$ cat config.mk
export PLATFORM = sky130hd
export DESIGN_NAME = xml_char_reference_decoder_flat
export DESIGN_NICKNAME = d
export VERILOG_FILES = /design/src/sv/xcr_pkg.sv /design/src/sv/xcr_if.sv /design/src/sv/xml_char_reference_decoder.sv /design/src/flat_wrapper.sv
export SDC_FILE = /design/constraint.sdc
export NUM_CORES = 1
export LEC_CHECK = 0
export BUFFER_PORTS_ARGS = -buffer_cell sky130_fd_sc_hd__buf_2
export CORE_MARGIN = 3
export CORE_UTILIZATION = 39
export CTS_CLUSTER_SIZE = 20
export DETAILED_ROUTE_END_ITERATION = 10
export PLACE_DENSITY = 0.55
export SYNTH_ARGS = -nofsm -noshare
export SYNTH_HDL_FRONTEND = slang
export SYNTH_SLANG_ARGS = --single-unit
$ cat constraint.sdc
create_clock -name i_clk -period 8.08 [get_ports i_clk]
set_clock_uncertainty 0.05 [all_clocks]
set_input_delay 1.616 -clock i_clk [delete_from_list [all_inputs] [get_ports i_clk]]
set_output_delay 1.616 -clock i_clk [all_outputs]
set_load 0.005 [all_outputs]
$ cat src/sv/xcr_pkg.sv
// ----------------------------------------------------------------------------
// xcr_pkg
// Shared types, character codes and digit helpers for the character
// reference decoder.
// ----------------------------------------------------------------------------
package xcr_pkg;

    // Default limit on characters collected after the ampersand
    localparam int DEF_MAX_REF_CHARS = 15;

    // Number of leading characters kept for name matching
    localparam int FIRST_CHARS = 4;
    localparam int FC_IDX_W    = $clog2(FIRST_CHARS);

    typedef logic [7:0] t_byte;

    // Result status codes
    typedef enum logic [2:0] {
        ST_OK       = 3'd0,
        ST_TOO_LONG = 3'd1,
        ST_BAD_HEX  = 3'd2,
        ST_BAD_DEC  = 3'd3,
        ST_ZERO     = 3'd4,
        ST_UNKNOWN  = 3'd5
    } t_status;

    // Character codes
    localparam t_byte CH_AMP   = 8'h26;  // &
    localparam t_byte CH_SEMI  = 8'h3B;  // ;
    localparam t_byte CH_HASH  = 8'h23;  // #
    localparam t_byte CH_X     = 8'h78;  // x
    localparam t_byte CH_L     = 8'h6C;
    localparam t_byte CH_T     = 8'h74;
    localparam t_byte CH_G     = 8'h67;
    localparam t_byte CH_A     = 8'h61;
    localparam t_byte CH_M     = 8'h6D;
    localparam t_byte CH_P     = 8'h70;
    localparam t_byte CH_O     = 8'h6F;
    localparam t_byte CH_S     = 8'h73;
    localparam t_byte CH_Q     = 8'h71;
    localparam t_byte CH_U     = 8'h75;
    localparam t_byte CH_LT    = 8'h3C;  // <
    localparam t_byte CH_GT    = 8'h3E;  // >
    localparam t_byte CH_APOS  = 8'h27;  // '
    localparam t_byte CH_QUOT  = 8'h22;  // "

    // Digit decode result
    typedef struct packed {
        logic       ok;
        logic [3:0] val;
    } t_digit;

    function automatic t_digit dec_digit(input t_byte c);
        t_digit d;
        d.ok  = (c >= 8'h30) && (c <= 8'h39);
        d.val = c[3:0];
        return d;
    endfunction

    function automatic t_digit hex_digit(input t_byte c);
        t_digit d;
        d.ok  = 1'b0;
        d.val = c[3:0];
        if ((c >= 8'h30) && (c <= 8'h39)) begin
            d.ok = 1'b1;
        end else if (((c >= 8'h61) && (c <= 8'h66)) || ((c >= 8'h41) && (c <= 8'h46))) begin
            // a..f and A..F: low nibble is 1..6
            d.ok  = 1'b1;
            d.val = c[3:0] + 4'd9;
        end
        return d;
    endfunction

endpackage

$ cat src/sv/xcr_if.sv
// ----------------------------------------------------------------------------
// xcr_in_if / xcr_out_if
// Valid/ready channels of the character reference decoder.
// ----------------------------------------------------------------------------
interface xcr_in_if;
    logic       valid;
    logic       ready;
    logic [7:0] text_byte;

    modport source (output valid, output text_byte, input ready);
    modport sink   (input valid, input text_byte, output ready);
endinterface

interface xcr_out_if;
    logic       valid;
    logic       ready;
    logic [7:0] decoded_char;
    logic [2:0] status;

    modport source (output valid, output decoded_char, output status, input ready);
    modport sink   (input valid, input decoded_char, input status, output ready);
endinterface

$ cat src/sv/xml_char_reference_decoder.sv
// ----------------------------------------------------------------------------
// xml_char_reference_decoder
// Scans a byte stream for &...; character references and emits one word
// per reference: the decoded byte or an error status.
// ----------------------------------------------------------------------------
//
//  channel  | dir | payload                          | words
//  ---------+-----+----------------------------------+---------------------
//  i_in     | in  | text_byte[7:0]                   | one per text byte
//  o_out    | out | decoded_char[7:0], status[2:0]   | one per reference
//
//  One byte is taken per cycle, sustained, unless a result is held by a stalled
//  output. Each byte is held in the input register, where the decode and
//  accumulator update happen; a result word is then loaded into the output
//  register as its ';' (or overflowing byte) steps on, and is offered from there.
//  Reset is synchronous and returns the decoder to waiting for '&'. A stalled
//  output holds only the byte that would produce a new result; bytes that
//  give no result keep flowing.
//
module xml_char_reference_decoder #(
    parameter int MAX_REF_CHARS = xcr_pkg::DEF_MAX_REF_CHARS
) (
    input  logic          i_clk,
    input  logic          i_rst_n,
    xcr_in_if.sink        i_in,
    xcr_out_if.source     o_out
);
    import xcr_pkg::*;

    localparam int LEN_W = $clog2(MAX_REF_CHARS + 1);

    // Input register
    logic                r_in_valid;
    t_byte               r_in_byte;

    // Reference state
    logic                r_collecting, n_collecting;
    logic [LEN_W-1:0]    r_len, n_len;
    logic [31:0]         r_acc, n_acc;
    logic                r_err, n_err;
    logic                r_err_hex, n_err_hex;
    t_byte               r_fc [FIRST_CHARS];
    logic                w_fc_wr;

    // Output register
    logic                r_out_valid;
    t_byte               r_out_char;
    t_status             r_out_status;

    // Stage control
    logic                w_has_result;
    t_byte               w_res_char;
    t_status             w_res_status;
    logic                w_adv;
    logic                w_step;
    logic                w_num_ref;
    logic                w_hex_mode;
    logic                w_skip;
    t_digit              w_hex;
    t_digit              w_dec;

    assign w_hex      = hex_digit(r_in_byte);
    assign w_dec      = dec_digit(r_in_byte);
    assign w_num_ref  = (r_len != '0) && (r_fc[0] == CH_HASH);
    assign w_hex_mode = (r_len >= LEN_W'(2)) && (r_fc[1] == CH_X);
    assign w_skip     = (r_len == LEN_W'(1)) && (r_in_byte == CH_X);

    // Handshake: stage moves unless it holds a result and output is blocked
    assign w_adv      = !w_has_result || !r_out_valid || o_out.ready;
    assign w_step     = r_in_valid && w_adv;
    assign i_in.ready = !r_in_valid || w_adv;

    // Decode and next state for the byte in the input register
    always_comb begin
        n_collecting = r_collecting;
        n_len        = r_len;
        n_acc        = r_acc;
        n_err        = r_err;
        n_err_hex    = r_err_hex;
        w_fc_wr      = 1'b0;
        w_has_result = 1'b0;
        w_res_char   = '0;
        w_res_status = ST_OK;

        if (!r_collecting) begin
            if (r_in_byte == CH_AMP) begin
                n_collecting = 1'b1;
                n_len        = '0;
                n_acc        = '0;
                n_err        = 1'b0;
                n_err_hex    = 1'b0;
            end
        end else if (r_in_byte == CH_SEMI) begin
            w_has_result = 1'b1;
            n_collecting = 1'b0;
            if (w_num_ref) begin
                if (r_err) begin
                    w_res_status = r_err_hex ? ST_BAD_HEX : ST_BAD_DEC;
                end else if (r_acc == '0) begin
                    w_res_status = ST_ZERO;
                end else begin
                    w_res_char   = r_acc[7:0];
                end
            end else if (r_len == LEN_W'(2) && r_fc[0] == CH_L && r_fc[1] == CH_T) begin
                w_res_char = CH_LT;
            end else if (r_len == LEN_W'(2) && r_fc[0] == CH_G && r_fc[1] == CH_T) begin
                w_res_char = CH_GT;
            end else if (r_len == LEN_W'(3) && r_fc[0] == CH_A && r_fc[1] == CH_M
                         && r_fc[2] == CH_P) begin
                w_res_char = CH_AMP;
            end else if (r_len == LEN_W'(4) && r_fc[0] == CH_A && r_fc[1] == CH_P
                         && r_fc[2] == CH_O && r_fc[3] == CH_S) begin
                w_res_char = CH_APOS;
            end else if (r_len == LEN_W'(4) && r_fc[0] == CH_Q && r_fc[1] == CH_U
                         && r_fc[2] == CH_O && r_fc[3] == CH_T) begin
                w_res_char = CH_QUOT;
            end else begin
                w_res_status = ST_UNKNOWN;
            end
        end else if (r_len >= LEN_W'(MAX_REF_CHARS)) begin
            // overflow wins over any pending digit error
            w_has_result = 1'b1;
            n_collecting = 1'b0;
            w_res_status = ST_TOO_LONG;
        end else begin
            w_fc_wr = (r_len < LEN_W'(FIRST_CHARS));
            if (w_num_ref && !w_skip) begin
                if (w_hex_mode) begin
                    if (w_hex.ok) begin
                        n_acc = {r_acc[27:0], 4'b0} + {28'b0, w_hex.val};
                    end else if (!r_err) begin
                        n_err     = 1'b1;
                        n_err_hex = 1'b1;
                    end
                end else begin
                    if (w_dec.ok) begin
                        // x*10 = x*8 + x*2, wraps at 32 bits
                        n_acc = {r_acc[28:0], 3'b0} + {r_acc[30:0], 1'b0}
                              + {28'b0, w_dec.val};
                    end else if (!r_err) begin
                        n_err     = 1'b1;
                        n_err_hex = 1'b0;
                    end
                end
            end
            n_len = r_len + 1'b1;
        end
    end

    // Input register
    always_ff @(posedge i_clk) begin
        if (!i_rst_n) begin
            r_in_valid <= 1'b0;
        end else if (i_in.ready) begin
            r_in_valid <= i_in.valid;
        end
        if (i_in.ready && i_in.valid) begin
            r_in_byte <= i_in.text_byte;
        end
    end

    // Reference state
    always_ff @(posedge i_clk) begin
        if (!i_rst_n) begin
            r_collecting <= 1'b0;
            r_len        <= '0;
            r_acc        <= '0;
            r_err        <= 1'b0;
            r_err_hex    <= 1'b0;
        end else if (w_step) begin
            r_collecting <= n_collecting;
            r_len        <= n_len;
            r_acc        <= n_acc;
            r_err        <= n_err;
            r_err_hex    <= n_err_hex;
        end
    end

    // Leading characters, valid only up to r_len
    always_ff @(posedge i_clk) begin
        if (w_step && w_fc_wr) begin
            r_fc[r_len[FC_IDX_W-1:0]] <= r_in_byte;
        end
    end

    // Output register
    always_ff @(posedge i_clk) begin
        if (!i_rst_n) begin
            r_out_valid <= 1'b0;
        end else if (w_step && w_has_result) begin
            r_out_valid <= 1'b1;
        end else if (o_out.ready) begin
            r_out_valid <= 1'b0;
        end
        if (w_step && w_has_result) begin
            r_out_char   <= w_res_char;
            r_out_status <= w_res_status;
        end
    end

    assign o_out.valid        = r_out_valid;
    assign o_out.decoded_char = r_out_char;
    assign o_out.status       = r_out_status;

`ifndef SYNTHESIS
    // error words always carry a zero character
    a_err_char_zero: assert property (@(posedge i_clk) disable iff (!i_rst_n)
        (r_out_valid && r_out_status != ST_OK) |-> (r_out_char == '0))
        else $error("error word with nonzero character");

    // collected length never passes the limit
    a_len_bound: assert property (@(posedge i_clk) disable iff (!i_rst_n)
        r_len <= LEN_W'(MAX_REF_CHARS))
        else $error("reference length beyond limit");

    // no result while waiting for an ampersand
    a_idle_no_result: assert property (@(posedge i_clk) disable iff (!i_rst_n)
        (r_in_valid && !r_collecting) |-> !w_has_result)
        else $error("result produced outside a reference");

    // every result ends the reference and lands in the output register
    a_result_ends_ref: assert property (@(posedge i_clk) disable iff (!i_rst_n)
        (w_step && w_has_result) |=> (!r_collecting && r_out_valid))
        else $error("result did not close the reference");
`endif

endmodule
$ cat src/flat_wrapper.sv
// flat-port wrapper written by rule: the top's interface ports become plain ports
module xml_char_reference_decoder_flat import xcr_pkg::*;
#(
    parameter int MAX_REF_CHARS = xcr_pkg::DEF_MAX_REF_CHARS
)
  (i_clk, i_rst_n, i_in_valid, i_in_text_byte, i_in_ready, o_out_valid, o_out_decoded_char, o_out_status, o_out_ready);
  xcr_in_if i_in_i ();
  xcr_out_if o_out_i ();
  input  logic i_clk;
  input  logic i_rst_n;
  input wire logic [$bits(i_in_i.valid)-1:0] i_in_valid;
  input wire logic [$bits(i_in_i.text_byte)-1:0] i_in_text_byte;
  output wire logic [$bits(i_in_i.ready)-1:0] i_in_ready;
  output wire logic [$bits(o_out_i.valid)-1:0] o_out_valid;
  output wire logic [$bits(o_out_i.decoded_char)-1:0] o_out_decoded_char;
  output wire logic [$bits(o_out_i.status)-1:0] o_out_status;
  input wire logic [$bits(o_out_i.ready)-1:0] o_out_ready;
  assign i_in_i.valid = i_in_valid;
  assign i_in_i.text_byte = i_in_text_byte;
  assign i_in_ready = i_in_i.ready;
  assign o_out_valid = o_out_i.valid;
  assign o_out_decoded_char = o_out_i.decoded_char;
  assign o_out_status = o_out_i.status;
  assign o_out_i.ready = o_out_ready;
  xml_char_reference_decoder #(.MAX_REF_CHARS(MAX_REF_CHARS)) u_core (.i_clk(i_clk), .i_rst_n(i_rst_n), .i_in(i_in_i), .o_out(o_out_i));
endmodule
==> out/qor.yml <==
status: "complete, no violations"
synth_area_leaders: "edfxtp_1 26%, ha_1 14%, dfxtp_1 14%"
comb_power_share_pct: 2.2
utilization_pct: 44.4
ir_worst_vdd_uv: 107
rsz0062_at_grt: "false"
period_minus_slack_ns: 3.94
grt_max_degree: 44
async_flop_share_pct: 0
worst_hold_path_type: "register to register"
synth_area_per_cell_um2: 9.63
n_fill_cell: 1413
gp_congestion: 0.870
slew_headroom_pct: 42.6
wirelength_um: 14600
vias: 4639
multi_input_area_mm2: 0.00340
power_leakage_nw: 2.70
switching_share_pct: 23.0
area_growth_pct: 10.4
maxSlewViolCount: 0
synth_top_area_share_pct: 25.9
synth.net_count: 695
via_per_inst: 5.62
layout_setup_ws_ns: 4.14
ios: 25
tns_ns: 0
arrival_ns: 2.28
setup.worst_path.class: "register to output port"
htreeDepth: 3
final_cell_mix: "67 x ha_1, 58 x nand2_1, 51 x edfxtp_1, 44 x o21ai_0, 41 x dfxtp_1"
ff2ff_path_depth: 14
initialDrtViolationCount: 394
final_common_cell: "ha_1"
finalHoldViolations: 0
clkPwrFrac_pct: 46.1
yosysUniqueCellTypes: 62
n_antenna_cell: 0
synth-warning-count: 0
worstPathRequired_ns: 6.41
switchingPower_w: 0.000225
holdPathStages: 2
powerDensity_mw_per_mm2: 150
cts_buffers: 9
clkSinkCount: 92
first_global_vias: 4692
end_kind: "output port"
fmax_mhz: 254
start_util_pct: 40.2
die_h_um: 129
synth_area_mm2: 0.00591
path_clk_slew_ns: 0.07
regArea_mm2: 0.00235
dp_slack_ns: 4.13
syn_inst: 614
synth_edf_count: 51
antenna_found_initial: 0
drive_gt1_share_pct: 8.58
overflow: 0
synth_flop_cell: "edfxtp_1"
clk-insertion-delay-late_ns: 0.35
cp_max_fo: 10
worst_pin_slew_ns: 0.858
wire_per_inst_um: 17.7
synth.largest_area_cell: "edfxtp_1"
ys_seq_area_share_pct: 39.8
maxCapViolCount: 0
cts_root_buf: "clkbuf_16"
fin_hold_ws_ns: 0.456
grt_first_pass_wirelength_um: 24400
cts_tree: "done"
dp.cells: 809
fp.dieArea_mm2: 0.0167
port_buffers: 24
post-route-period-util_pct: 48.8
drc: 0
ant_nets: 0
track_usage_pct: 18.4
cts_hold_buf: 0
worstSetupStartpointType: "register"
finalSetupViolCount: 0
clockBufferDepth: 2
hpwl_um: 10700
post_cts_buffers: 0
synth_seq_cells: 92
core_area_mm2: 0.0147
rows: 44
die_x_um: 129
finalNonFillerCells: 825
cts_resized: 0
seqPwrFrac_pct: 51.7
nets: 717
intPower_w: 0.000755
dr.pass1.iters: 5
-- worst max-delay path, stage by stage, from the launching register on --
cell and delay [ns]:
edfxtp_1 0.59, ha_1 0.29, and3_1 0.21, o21ai_1 0.49, nor2_1 0.13, nand2_1 0.11, buf_2 0.11
-- final cells by class --
class,instances,share of cell area (%)
tap,184,3.53
sequential,92,36.0
clock inverter,7,1.36
timing repair buffer,28,2.30
inverter,21,1.21
clock buffer,9,3.45
multi-input combinational,484,52.1
-- metrics by stage --
| step | cell area, um2 | power [W] |
|---|---|---|
| after global routing | 6530 | 0.00101 |
| final | 6530 | 0.000979 |
| after floorplan | 5910 | 0.000526 |
| after global placement | 6220 | 0.000538 |
| after detailed placement | 6220 | 0.000538 |
| after CTS | 6530 | 0.000991 |
-- cells by family after synthesis --
| logic type | count (synthesis) | synth area share, % |
|---|---|---|
| buffers and inverters | 38 | 2.67 |
| and+or+nand+nor | 206 | 18.3 |
| xor gates and xnor gates | 27 | 4.00 |
| AOI/OAI and AO/OA | 179 | 19.9 |
| adders and majority gates | 69 | 14.9 |
| muxes | 3 | 0.529 |
| DFF | 92 | 39.8 |
-- layer usage --
layer  global-route usage [%]  routed length (um)  share of wire [%]  up-vias
li1                         -                   -                  -     2327
met1                     25.8                7390                 51     2225
met2                     29.4                6550                 45       77
met3                     1.94                 470                3.2       10
met4                     7.04                 144               0.99        0
met5                        0                   0                  0        -
-- state kept, by name (all words and copies together) (netlist names), 3 cells and up --
| name | count |
|---|---|
| u_core.o_out.status | 3 |
| u_core.r_len | 4 |
| u_core.r_fc | 32 |
| u_core.o_out.decoded_char | 8 |
| u_core.r_in_byte | 8 |
| u_core.r_acc | 32 |
-- Yosys cell counts (all sizes together) (5+ instances only) --
cell    number
ha          67
nand2       58
edfxtp      51
o21ai       48
dfxtp       41
nor2        38
a21oi       36
a21o        22
a22oi       21
inv         21
nor2b       20
xnor2       16
nand3       14
and2        13
clkbuf      12
xor2        11
nor3        10
nor4        10
a22o         9
and3         8
a31oi        6
o21a         6
buf          5
nand2b       5
nand3b       5
or2          5
-- power by group through the flow --
stage | Combinational (W) | Clock [W] | Sequential [W]
finish | 0.0000212 | 0.000452 | 0.000506
global route | 0.0000244 | 0.000481 | 0.000507
CTS | 0.0000214 | 0.000463 | 0.000506
detailed placement | 0.0000214 | 0 | 0.000517
global placement | 0.0000210 | 0 | 0.000517
floorplan | 0.0000137 | 0 | 0.000512
-- path summary, 6_finish.rpt --
check | startpoint | to | slack (ns)
setup / recovery | u_core.r_in_byte[1] | i_in_ready | 4.14
hold reg to reg | u_core.r_acc[31] | u_core.r_acc[31] | 0.46
hold / removal | u_core.r_acc[31] | u_core.r_acc[31] | 0.46
setup reg to reg | u_core.r_in_byte[3] | u_core.r_acc[31] | 4.15
Note: power is estimated with default switching activity, not from simulation.
